### src/rei_pkg.sv
// ----------------------------------------------------------------------------
// rei_pkg
// Shared types and index constants for the rectangle edge / segment
// intersection pipeline.
// ----------------------------------------------------------------------------
package rei_pkg;

	// Rectangle corners, in the order the edges visit them
	localparam int unsigned CORNER_TL = 0;
	localparam int unsigned CORNER_TR = 1;
	localparam int unsigned CORNER_BR = 2;
	localparam int unsigned CORNER_BL = 3;
	localparam int unsigned NUM_CORNERS = 4;

	// Rectangle edges
	localparam int unsigned EDGE_TOP = 0;
	localparam int unsigned EDGE_RIGHT = 1;
	localparam int unsigned EDGE_BOTTOM = 2;
	localparam int unsigned EDGE_LEFT = 3;
	localparam int unsigned NUM_EDGES = 4;

	// Sign of a cross product: both clear means zero
	typedef struct packed {
		logic pos;
		logic neg;
	} sign_t;

	// Load enables of the multiply and sign stages
	typedef struct packed {
		logic adv_s2;
		logic adv_s3;
	} stage_ctl_t;

endpackage

### src/rei_seg_if.sv
// ----------------------------------------------------------------------------
// rei_seg_if
// Query channel: one rectangle and one line segment per transfer.
// ----------------------------------------------------------------------------
interface rei_seg_if #(
	parameter int COORD_BITS = 12
);
	logic                         valid;
	logic                         ready;
	logic signed [COORD_BITS-1:0] rect_right;
	logic signed [COORD_BITS-1:0] rect_left;
	logic signed [COORD_BITS-1:0] rect_top;
	logic signed [COORD_BITS-1:0] rect_bottom;
	logic signed [COORD_BITS-1:0] seg_start_x;
	logic signed [COORD_BITS-1:0] seg_start_y;
	logic signed [COORD_BITS-1:0] seg_end_x;
	logic signed [COORD_BITS-1:0] seg_end_y;

	modport source (
		output valid, rect_right, rect_left, rect_top, rect_bottom,
		       seg_start_x, seg_start_y, seg_end_x, seg_end_y,
		input  ready
	);

	modport sink (
		input  valid, rect_right, rect_left, rect_top, rect_bottom,
		       seg_start_x, seg_start_y, seg_end_x, seg_end_y,
		output ready
	);
endinterface

### src/rei_hit_if.sv
// ----------------------------------------------------------------------------
// rei_hit_if
// Result channel: one hit flag per transfer.
// ----------------------------------------------------------------------------
interface rei_hit_if;
	logic valid;
	logic ready;
	logic hit;

	modport source (
		output valid, hit,
		input  ready
	);

	modport sink (
		input  valid, hit,
		output ready
	);
endinterface

### src/rei_front.sv
// ----------------------------------------------------------------------------
// rei_front
// First stage: segment direction, corner offsets from the segment start and
// the per-edge test of the segment endpoints against each edge line.
// ----------------------------------------------------------------------------
module rei_front #(
	parameter int COORD_BITS = 12
) (
	input  logic                         clk,
	input  logic                         load,
	input  logic signed [COORD_BITS-1:0] rect_right,
	input  logic signed [COORD_BITS-1:0] rect_left,
	input  logic signed [COORD_BITS-1:0] rect_top,
	input  logic signed [COORD_BITS-1:0] rect_bottom,
	input  logic signed [COORD_BITS-1:0] seg_start_x,
	input  logic signed [COORD_BITS-1:0] seg_start_y,
	input  logic signed [COORD_BITS-1:0] seg_end_x,
	input  logic signed [COORD_BITS-1:0] seg_end_y,
	output logic signed [COORD_BITS:0]   dx_s1,
	output logic signed [COORD_BITS:0]   dy_s1,
	output logic signed [COORD_BITS:0]   qx_l_s1,
	output logic signed [COORD_BITS:0]   qx_r_s1,
	output logic signed [COORD_BITS:0]   qy_t_s1,
	output logic signed [COORD_BITS:0]   qy_b_s1,
	output logic [rei_pkg::NUM_EDGES-1:0] edge_miss_s1
);
	localparam int DW = COORD_BITS + 1;

	logic [rei_pkg::NUM_EDGES-1:0] edge_miss;

	// Both endpoints strictly on one side of a non-degenerate edge line
	always_comb begin
		edge_miss = '0;
		edge_miss[rei_pkg::EDGE_TOP] = (rect_right != rect_left) &&
			((seg_start_y > rect_top && seg_end_y > rect_top) ||
			 (seg_start_y < rect_top && seg_end_y < rect_top));
		edge_miss[rei_pkg::EDGE_RIGHT] = (rect_bottom != rect_top) &&
			((seg_start_x > rect_right && seg_end_x > rect_right) ||
			 (seg_start_x < rect_right && seg_end_x < rect_right));
		edge_miss[rei_pkg::EDGE_BOTTOM] = (rect_left != rect_right) &&
			((seg_start_y > rect_bottom && seg_end_y > rect_bottom) ||
			 (seg_start_y < rect_bottom && seg_end_y < rect_bottom));
		edge_miss[rei_pkg::EDGE_LEFT] = (rect_top != rect_bottom) &&
			((seg_start_x > rect_left && seg_end_x > rect_left) ||
			 (seg_start_x < rect_left && seg_end_x < rect_left));
	end

	always_ff @(posedge clk) begin
		if (load) begin
			dx_s1        <= DW'(seg_end_x) - DW'(seg_start_x);
			dy_s1        <= DW'(seg_end_y) - DW'(seg_start_y);
			qx_l_s1      <= DW'(rect_left) - DW'(seg_start_x);
			qx_r_s1      <= DW'(rect_right) - DW'(seg_start_x);
			qy_t_s1      <= DW'(rect_top) - DW'(seg_start_y);
			qy_b_s1      <= DW'(rect_bottom) - DW'(seg_start_y);
			edge_miss_s1 <= edge_miss;
		end
	end
endmodule

### src/rei_cross.sv
// ----------------------------------------------------------------------------
// rei_cross
// Side of one rectangle corner against the segment line: two products in
// one stage, difference and sign in the next.
// ----------------------------------------------------------------------------
module rei_cross #(
	parameter int COORD_BITS = 12
) (
	input  logic                       clk,
	input  rei_pkg::stage_ctl_t        ctl,
	input  logic signed [COORD_BITS:0] dx,
	input  logic signed [COORD_BITS:0] dy,
	input  logic signed [COORD_BITS:0] qx,
	input  logic signed [COORD_BITS:0] qy,
	output rei_pkg::sign_t             side_s3
);
	localparam int DW = COORD_BITS + 1;
	localparam int PW = 2 * DW;
	localparam int XW = PW + 1;

	logic signed [PW-1:0] prod_a_s2;
	logic signed [PW-1:0] prod_b_s2;
	logic signed [XW-1:0] cross_val;

	assign cross_val = XW'(prod_a_s2) - XW'(prod_b_s2);

	always_ff @(posedge clk) begin
		if (ctl.adv_s2) begin
			prod_a_s2 <= PW'(dx) * PW'(qy);
			prod_b_s2 <= PW'(dy) * PW'(qx);
		end
	end

	always_ff @(posedge clk) begin
		if (ctl.adv_s3) begin
			side_s3.pos <= !cross_val[XW-1] && (|cross_val);
			side_s3.neg <= cross_val[XW-1];
		end
	end
endmodule

### src/rect_edge_segment_intersect_unit.sv
// ----------------------------------------------------------------------------
// rect_edge_segment_intersect_unit
// Reports whether a line segment crosses or touches any edge of an
// axis-aligned rectangle.
// ----------------------------------------------------------------------------
// Channels: query (sink) carries the rectangle bounds and the two segment
// endpoints; result (source) carries one hit flag per query. A transfer
// happens on a rising clk edge with valid and ready both high.
// Each edge uses the two-sided straddle test; a zero cross product counts as
// touching. The edge-line side checks are plain compares, the segment-line
// side of each of the four corners is one cross product.
// Pipeline: four register stages (differences, products, cross-product
// signs, edge combine into the output register).
// Throughput: one query per cycle unless stalled; each stage holds one item.
// Reset: arst_n clears all stage valid bits; the pipeline comes up empty and
// ready.
// Stall: a result not taken holds in the output register; each stage keeps
// advancing into an empty slot ahead of it, so up to four queries are held
// before query.ready drops.
// ----------------------------------------------------------------------------
module rect_edge_segment_intersect_unit #(
	parameter int COORD_BITS = 12
) (
	input  logic           clk,
	input  logic           arst_n,
	rei_seg_if.sink        query,
	rei_hit_if.source      result
);
	logic signed [COORD_BITS:0] dx_s1;
	logic signed [COORD_BITS:0] dy_s1;
	logic signed [COORD_BITS:0] qx_l_s1;
	logic signed [COORD_BITS:0] qx_r_s1;
	logic signed [COORD_BITS:0] qy_t_s1;
	logic signed [COORD_BITS:0] qy_b_s1;

	logic [rei_pkg::NUM_EDGES-1:0] edge_miss_s1;
	logic [rei_pkg::NUM_EDGES-1:0] edge_miss_s2;
	logic [rei_pkg::NUM_EDGES-1:0] edge_miss_s3;

	rei_pkg::sign_t side_s3 [rei_pkg::NUM_CORNERS];

	logic valid_s1, valid_s2, valid_s3, valid_s4;
	logic hit_s4;
	logic adv1, adv2, adv3, adv4;
	rei_pkg::stage_ctl_t ctl;
	logic [rei_pkg::NUM_EDGES-1:0] seg_miss;
	logic hit;

	// Advance a stage when it is empty or its successor advances
	assign adv4 = !valid_s4 || result.ready;
	assign adv3 = !valid_s3 || adv4;
	assign adv2 = !valid_s2 || adv3;
	assign adv1 = !valid_s1 || adv2;
	assign ctl.adv_s2 = adv2;
	assign ctl.adv_s3 = adv3;

	assign query.ready  = adv1;
	assign result.valid = valid_s4;
	assign result.hit   = hit_s4;

	rei_front #(
		.COORD_BITS(COORD_BITS)
	) u_front (
		.clk          (clk),
		.load         (adv1),
		.rect_right   (query.rect_right),
		.rect_left    (query.rect_left),
		.rect_top     (query.rect_top),
		.rect_bottom  (query.rect_bottom),
		.seg_start_x  (query.seg_start_x),
		.seg_start_y  (query.seg_start_y),
		.seg_end_x    (query.seg_end_x),
		.seg_end_y    (query.seg_end_y),
		.dx_s1        (dx_s1),
		.dy_s1        (dy_s1),
		.qx_l_s1      (qx_l_s1),
		.qx_r_s1      (qx_r_s1),
		.qy_t_s1      (qy_t_s1),
		.qy_b_s1      (qy_b_s1),
		.edge_miss_s1 (edge_miss_s1)
	);

	rei_cross #(.COORD_BITS(COORD_BITS)) u_cross_tl (
		.clk(clk), .ctl(ctl), .dx(dx_s1), .dy(dy_s1), .qx(qx_l_s1), .qy(qy_t_s1),
		.side_s3(side_s3[rei_pkg::CORNER_TL])
	);

	rei_cross #(.COORD_BITS(COORD_BITS)) u_cross_tr (
		.clk(clk), .ctl(ctl), .dx(dx_s1), .dy(dy_s1), .qx(qx_r_s1), .qy(qy_t_s1),
		.side_s3(side_s3[rei_pkg::CORNER_TR])
	);

	rei_cross #(.COORD_BITS(COORD_BITS)) u_cross_br (
		.clk(clk), .ctl(ctl), .dx(dx_s1), .dy(dy_s1), .qx(qx_r_s1), .qy(qy_b_s1),
		.side_s3(side_s3[rei_pkg::CORNER_BR])
	);

	rei_cross #(.COORD_BITS(COORD_BITS)) u_cross_bl (
		.clk(clk), .ctl(ctl), .dx(dx_s1), .dy(dy_s1), .qx(qx_l_s1), .qy(qy_b_s1),
		.side_s3(side_s3[rei_pkg::CORNER_BL])
	);

	// Drop an edge when both of its corners sit strictly on one side
	always_comb begin
		seg_miss = '0;
		seg_miss[rei_pkg::EDGE_TOP] =
			(side_s3[rei_pkg::CORNER_TL].pos && side_s3[rei_pkg::CORNER_TR].pos) ||
			(side_s3[rei_pkg::CORNER_TL].neg && side_s3[rei_pkg::CORNER_TR].neg);
		seg_miss[rei_pkg::EDGE_RIGHT] =
			(side_s3[rei_pkg::CORNER_TR].pos && side_s3[rei_pkg::CORNER_BR].pos) ||
			(side_s3[rei_pkg::CORNER_TR].neg && side_s3[rei_pkg::CORNER_BR].neg);
		seg_miss[rei_pkg::EDGE_BOTTOM] =
			(side_s3[rei_pkg::CORNER_BR].pos && side_s3[rei_pkg::CORNER_BL].pos) ||
			(side_s3[rei_pkg::CORNER_BR].neg && side_s3[rei_pkg::CORNER_BL].neg);
		seg_miss[rei_pkg::EDGE_LEFT] =
			(side_s3[rei_pkg::CORNER_BL].pos && side_s3[rei_pkg::CORNER_TL].pos) ||
			(side_s3[rei_pkg::CORNER_BL].neg && side_s3[rei_pkg::CORNER_TL].neg);
		hit = |(~(seg_miss | edge_miss_s3));
	end

	always_ff @(posedge clk or negedge arst_n) begin
		if (!arst_n) begin
			valid_s1 <= 1'b0;
			valid_s2 <= 1'b0;
			valid_s3 <= 1'b0;
			valid_s4 <= 1'b0;
		end else begin
			if (adv1) begin
				valid_s1 <= query.valid;
			end
			if (adv2) begin
				valid_s2 <= valid_s1;
			end
			if (adv3) begin
				valid_s3 <= valid_s2;
			end
			if (adv4) begin
				valid_s4 <= valid_s3;
			end
		end
	end

	always_ff @(posedge clk) begin
		if (adv2) begin
			edge_miss_s2 <= edge_miss_s1;
		end
		if (adv3) begin
			edge_miss_s3 <= edge_miss_s2;
		end
		if (adv4) begin
			hit_s4 <= hit;
		end
	end

`ifndef SYNTHESIS
	a_full_stall_blocks: assert property (@(posedge clk) disable iff (!arst_n)
		(valid_s1 && valid_s2 && valid_s3 && valid_s4 && !result.ready) |-> !query.ready)
		else $error("query accepted while every stage is full and stalled");

	a_accept_enters_s1: assert property (@(posedge clk) disable iff (!arst_n)
		(query.valid && query.ready) |=> valid_s1)
		else $error("transferred query did not reach the first stage");

	a_no_repeat: assert property (@(posedge clk) disable iff (!arst_n)
		(result.valid && result.ready && !valid_s3) |=> !result.valid)
		else $error("result repeated after transfer");

	a_all_one_side_misses: assert property (@(posedge clk) disable iff (!arst_n)
		(valid_s3 && adv3 &&
		 side_s3[rei_pkg::CORNER_TL].pos && side_s3[rei_pkg::CORNER_TR].pos &&
		 side_s3[rei_pkg::CORNER_BR].pos && side_s3[rei_pkg::CORNER_BL].pos)
		|=> !hit_s4)
		else $error("hit reported with all corners on one side of the segment");
`endif
endmodule
### src/flat_wrapper.sv
// flat-port wrapper written by rule: the top's interface ports become plain ports
module rect_edge_segment_intersect_unit_flat 
#(
	parameter int COORD_BITS = 12
)
  (clk, arst_n, query_valid, query_rect_right, query_rect_left, query_rect_top, query_rect_bottom, query_seg_start_x, query_seg_start_y, query_seg_end_x, query_seg_end_y, query_ready, result_valid, result_hit, result_ready);
  rei_seg_if #(.COORD_BITS(COORD_BITS)) query_i ();
  rei_hit_if result_i ();
  input  logic clk;
  input  logic arst_n;
  input wire logic [$bits(query_i.valid)-1:0] query_valid;
  input wire logic [$bits(query_i.rect_right)-1:0] query_rect_right;
  input wire logic [$bits(query_i.rect_left)-1:0] query_rect_left;
  input wire logic [$bits(query_i.rect_top)-1:0] query_rect_top;
  input wire logic [$bits(query_i.rect_bottom)-1:0] query_rect_bottom;
  input wire logic [$bits(query_i.seg_start_x)-1:0] query_seg_start_x;
  input wire logic [$bits(query_i.seg_start_y)-1:0] query_seg_start_y;
  input wire logic [$bits(query_i.seg_end_x)-1:0] query_seg_end_x;
  input wire logic [$bits(query_i.seg_end_y)-1:0] query_seg_end_y;
  output wire logic [$bits(query_i.ready)-1:0] query_ready;
  output wire logic [$bits(result_i.valid)-1:0] result_valid;
  output wire logic [$bits(result_i.hit)-1:0] result_hit;
  input wire logic [$bits(result_i.ready)-1:0] result_ready;
  assign query_i.valid = query_valid;
  assign query_i.rect_right = query_rect_right;
  assign query_i.rect_left = query_rect_left;
  assign query_i.rect_top = query_rect_top;
  assign query_i.rect_bottom = query_rect_bottom;
  assign query_i.seg_start_x = query_seg_start_x;
  assign query_i.seg_start_y = query_seg_start_y;
  assign query_i.seg_end_x = query_seg_end_x;
  assign query_i.seg_end_y = query_seg_end_y;
  assign query_ready = query_i.ready;
  assign result_valid = result_i.valid;
  assign result_hit = result_i.hit;
  assign result_i.ready = result_ready;
  rect_edge_segment_intersect_unit #(.COORD_BITS(COORD_BITS)) u_core (.clk(clk), .arst_n(arst_n), .query(query_i), .result(result_i));
endmodule
### config.mk
export PLATFORM = sky130hd
export DESIGN_NAME = rect_edge_segment_intersect_unit_flat
export DESIGN_NICKNAME = d
export VERILOG_FILES = /design/src/rei_pkg.sv /design/src/rei_seg_if.sv /design/src/rei_hit_if.sv /design/src/rei_front.sv /design/src/rei_cross.sv /design/src/rect_edge_segment_intersect_unit.sv /design/src/flat_wrapper.sv
export SDC_FILE = /design/constraint.sdc
export NUM_CORES = 2
export LEC_CHECK = 0
export ABC_AREA = 0
export BUFFER_PORTS_ARGS = -buffer_cell sky130_fd_sc_hd__buf_2
export CAP_MARGIN = 20
export CORE_ASPECT_RATIO = 2
export CORE_UTILIZATION = 61
export DETAILED_ROUTE_END_ITERATION = 8
export PLACE_DENSITY = 0.78
export SLEW_MARGIN = 20
export SYNTH_ARGS = -nofsm -noshare
export SYNTH_HDL_FRONTEND = slang
export SYNTH_SLANG_ARGS = --single-unit
### constraint.sdc
create_clock -name clk -period 8.12 [get_ports clk]
set_clock_uncertainty 0.05 [all_clocks]
set_input_delay 0.812 -clock clk [delete_from_list [all_inputs] [get_ports clk]]
set_output_delay 0.812 -clock clk [all_outputs]
set_load 0.1 [all_outputs]
==> metrics.md <==
| Metric | Value |
|---|---|
| Hold Crit Class | in -> reg |
| Area growth, synth to finish | 5.54% |
| Max cap viols | 0 |
| Status | complete, no violations |
| WP depth | 18 |
| CP arrival | 7.16 ns |
| # H-tree levels | 1 |
| CP dominant cell by count | fa_1 |
| DRC errors left | 0 |
| Largest net degree at the start of global routing | 85 |
| Detailed Place HPWL | 103000 microns |
| Final GP Congestion | approximately 1 |
| Share of cells above drive strength 1 | 0.0455 |
| Cell count after synthesis | 4589 |
| Core Footprint | around 69000 sq um |
| CP max stage cell | edfxtp_1 |
| Hold path cells | 2 |
| Slew @ Worst Pin | around 1.3 ns |
| YS warnings | 0 |
| Die area | between 70000 and 80000 sq um |
| Max-slew violations | 0 |
| CTS max path bufs | 3 |
| CTS tree | built |
| Global-route wire length before repair | 187000 microns |
| Vias in the first global route | 35300 |
| Syn nets | about 5800 |
| Synthesized area | 42200 sq um |
| R2R depth | 18 |
| Crit-path max cell delay | 0.85 ns |
| RSZ-0062 raised after global routing | false |
| Routed len/inst | approximately 22 microns |
| Crit Path Class | reg -> reg |
| Num CTS Buffers | 26 |
| Fillers | 5577 |
| Worst path cell trace | buf_4 > nand2_1 > fa_1 > fa_1 > fa_1 > inv_1 > fa_1 > fa_1 > ha_1 > ha_1 > or3_1 > o211a_1 > o21a_1 > o21a_1 > o41a_1 > a311o_1 > a2111o_1 > o211a_1 |
| Highest clock rate | 0.145 GHz |
| Synthesis-stage register bit count | ~210 |
| Setup Viol. Count Final | 0 |
| DR iter-0 viols | 1900 |
| Clk sinks | 207 |
| Initial antenna violation count | 3 |
| Synth Flop Type | edfxtp_1 |
| Seq/Total Area, Yosys | 0.147 |
| R2R setup slack | 1.23 ns |
| Top cell family by delay on the critical path | adder cells |
| Post-route ant nets | 0 |
| Crit path buffers/inverters | 2 |
| Placed Cells | 5505 |
| Pre-Repair DR Iteration Count | 6 |
| EDFF count, synth | a little over 200 |
| Worst-path clk slew | around 0.080 ns |
| Die H | 374 microns |
| Ports | 103 |
| FF/Latch Area | 6200 sq um |
| Total global-route track usage | 0.352 |
| WP data required | 8.39 ns |
| Critical path peak fanout | 18 |
| Port buffer count | 102 |
| Count of different cell masters after synthesis | 85 |
| Die Span X | 188 microns |
| Area of the multi-input gates | 32200 sq um |
| Fin crit share | 0.848 |
| Vias per inst | 5.93 |
| Relative slew slack | 0.153 |
| Final hold vios | 0 |
| Syn avg cell area | 9.20 sq um |
| Effective utilization at floorplan | 0.616 |
| Final setup TNS | 0 ns |
| Crit end category | flop |
| Remaining global-route overflow | 0 |
| Clk root buf | clkbuf_16 |
| Final #Nets | 5891 |
| Worst skew pair latency | 0.59 ns |
| Crit path time final | roughly 6.9 ns |
| Final wirelength | ~120000 microns |
| Row cnt | ~140 |
| Overall via count from detail_route | 32900 |
| Final cell count without fillers | around 5600 |
| FFs w/ async S/R, synth | 0.0193 |
| Startpoint Class | flop |
-- metrics by stage --
stage	utilization	instance area, sq um	worst slack [ns]	hold slack (ns)
after floorplan	-	42200	1.85	0.350
after global placement	0.637	43700	1.37	0.376
after detailed placement	0.637	43700	1.28	0.376
after CTS	0.650	44600	1.24	0.365
after global routing	0.650	44600	0.816	0.384
final	0.650	44600	1.23	0.383
-- synthesized netlist by cell type (64+ instances only) --
master / count / area, sq um
a21oi_1: 145 / 726
and2_1: 318 / 1990
clkbuf_1: 115 / 432
edfxtp_1: 203 / 6100
fa_1: 658 / 13200
ha_1: 496 / 6210
inv_1: 913 / 3430
nand2_1: 456 / 1710
nor2_1: 221 / 830
nor2b_1: 64 / 400
o21ai_0: 153 / 766
xnor2_1: 137 / 1200
-- what timing repair did --
item | CTS | global route
hold endpoints to repair | 4 | 0
resized for setup | 0 | 0
hold buffers | 1 | 0
buffers inserted | 0 | 0
-- per-layer routing --
metal / vias to the layer above / share of wire / global-route usage
li1: 14900 / - / -
met1: 16400 / 0.31 / 0.333
met2: 1164 / 0.54 / 0.651
met3: 543 / 0.041 / 0.0372
met4: 4 / 0.11 / 0.331
met5: - / 0.00019 / 0
-- area by class of cell --
type | instances | area share
Timing Repair Buffer | 137 | 0.0177
Inverter | 916 | 0.0772
Multi-Input combinational cell | 3349 | 0.722
Tap cell | 897 | 0.0252
Clock buffer | 31 | 0.0155
Sequential cell | 207 | 0.139
Antenna cell | 1 | 0.0000562
Clock inverter | 17 | 0.00385
-- sequential cells by signal (all words and copies together), names as in the netlist, 4 cells and up --
| name | count |
|---|---|
| u_core.u_cross_br.prod_a_s2 | 26 |
| u_core.u_cross_tl.prod_a_s2 | 26 |
| u_core.u_cross_tl.prod_b_s2 | 26 |
| u_core.u_cross_tr.prod_b_s2 | 26 |
| u_core.u_front.dx_s1 | 13 |
| u_core.u_front.dy_s1 | 13 |
| u_core.u_front.qx_l_s1 | 13 |
| u_core.u_front.qx_r_s1 | 13 |
| u_core.u_front.qy_b_s1 | 13 |
| u_core.u_front.qy_t_s1 | 13 |
| u_core.edge_miss_s2 | 4 |
| u_core.edge_miss_s3 | 4 |
| u_core.u_front.edge_miss_s1 | 4 |
-- placed cells by master, fill, tap and decap left out, types with 50 or more instances in the layout --
cell | netlist | routed
inv_1 | 913 | 913
fa_1 | 658 | 658
ha_1 | 496 | 496
nand2_1 | 456 | 456
and2_1 | 318 | 318
nor2_1 | 221 | 221
edfxtp_1 | 203 | 203
o21ai_0 | 153 | 153
a21oi_1 | 145 | 145
xnor2_1 | 137 | 137
buf_2 | 0 | 102
nor2b_1 | 64 | 64
nand2b_1 | 51 | 51
a21o_1 | 51 | 51
nor3_1 | 50 | 50
-- worst reg2reg max path: stages (launching register included) --
cell      delay, ns
edfxtp_1       0.85
buf_4          0.32
nand2_1        0.10
fa_1           0.59
fa_1           0.46
fa_1           0.55
inv_1          0.06
fa_1           0.50
fa_1           0.42
ha_1           0.29
ha_1           0.24
or3_1          0.38
o211a_1        0.22
o21a_1         0.19
o21a_1         0.19
o41a_1         0.38
a311o_1        0.35
a2111o_1       0.36
o211a_1        0.13
-- cell families after synthesis --
| family | count (synthesis) | synth area share |
|---|---|---|
| adder cells (fa/ha/maj) | 1154 | 0.459 |
| buffers and inverters | 1033 | 0.0920 |
| AND/OR/NAND/NOR | 1339 | 0.158 |
| AO/OA/AOI/OAI | 650 | 0.101 |
| flip-flops | 207 | 0.147 |
| multiplexers | 22 | 0.00533 |
| XOR/XNOR | 184 | 0.0382 |
-- final timing paths --
check	to	startpoint
max	u_core.u_cross_tl.prod_a_s2[25]	u_core.u_front.dx_s1[7]
min	u_core.valid_s1	query_valid
max reg2reg	u_core.u_cross_tl.prod_a_s2[25]	u_core.u_front.dx_s1[7]
min reg2reg	u_core.edge_miss_s2[0]	u_core.u_front.edge_miss_s1[0]
max in group asynchronous	u_core.valid_s1	arst_n
min in group asynchronous	u_core.result.valid	arst_n
Power is not shown: default switching activity piles up to over one toggle a cycle in this logic, so the estimate is an artifact.
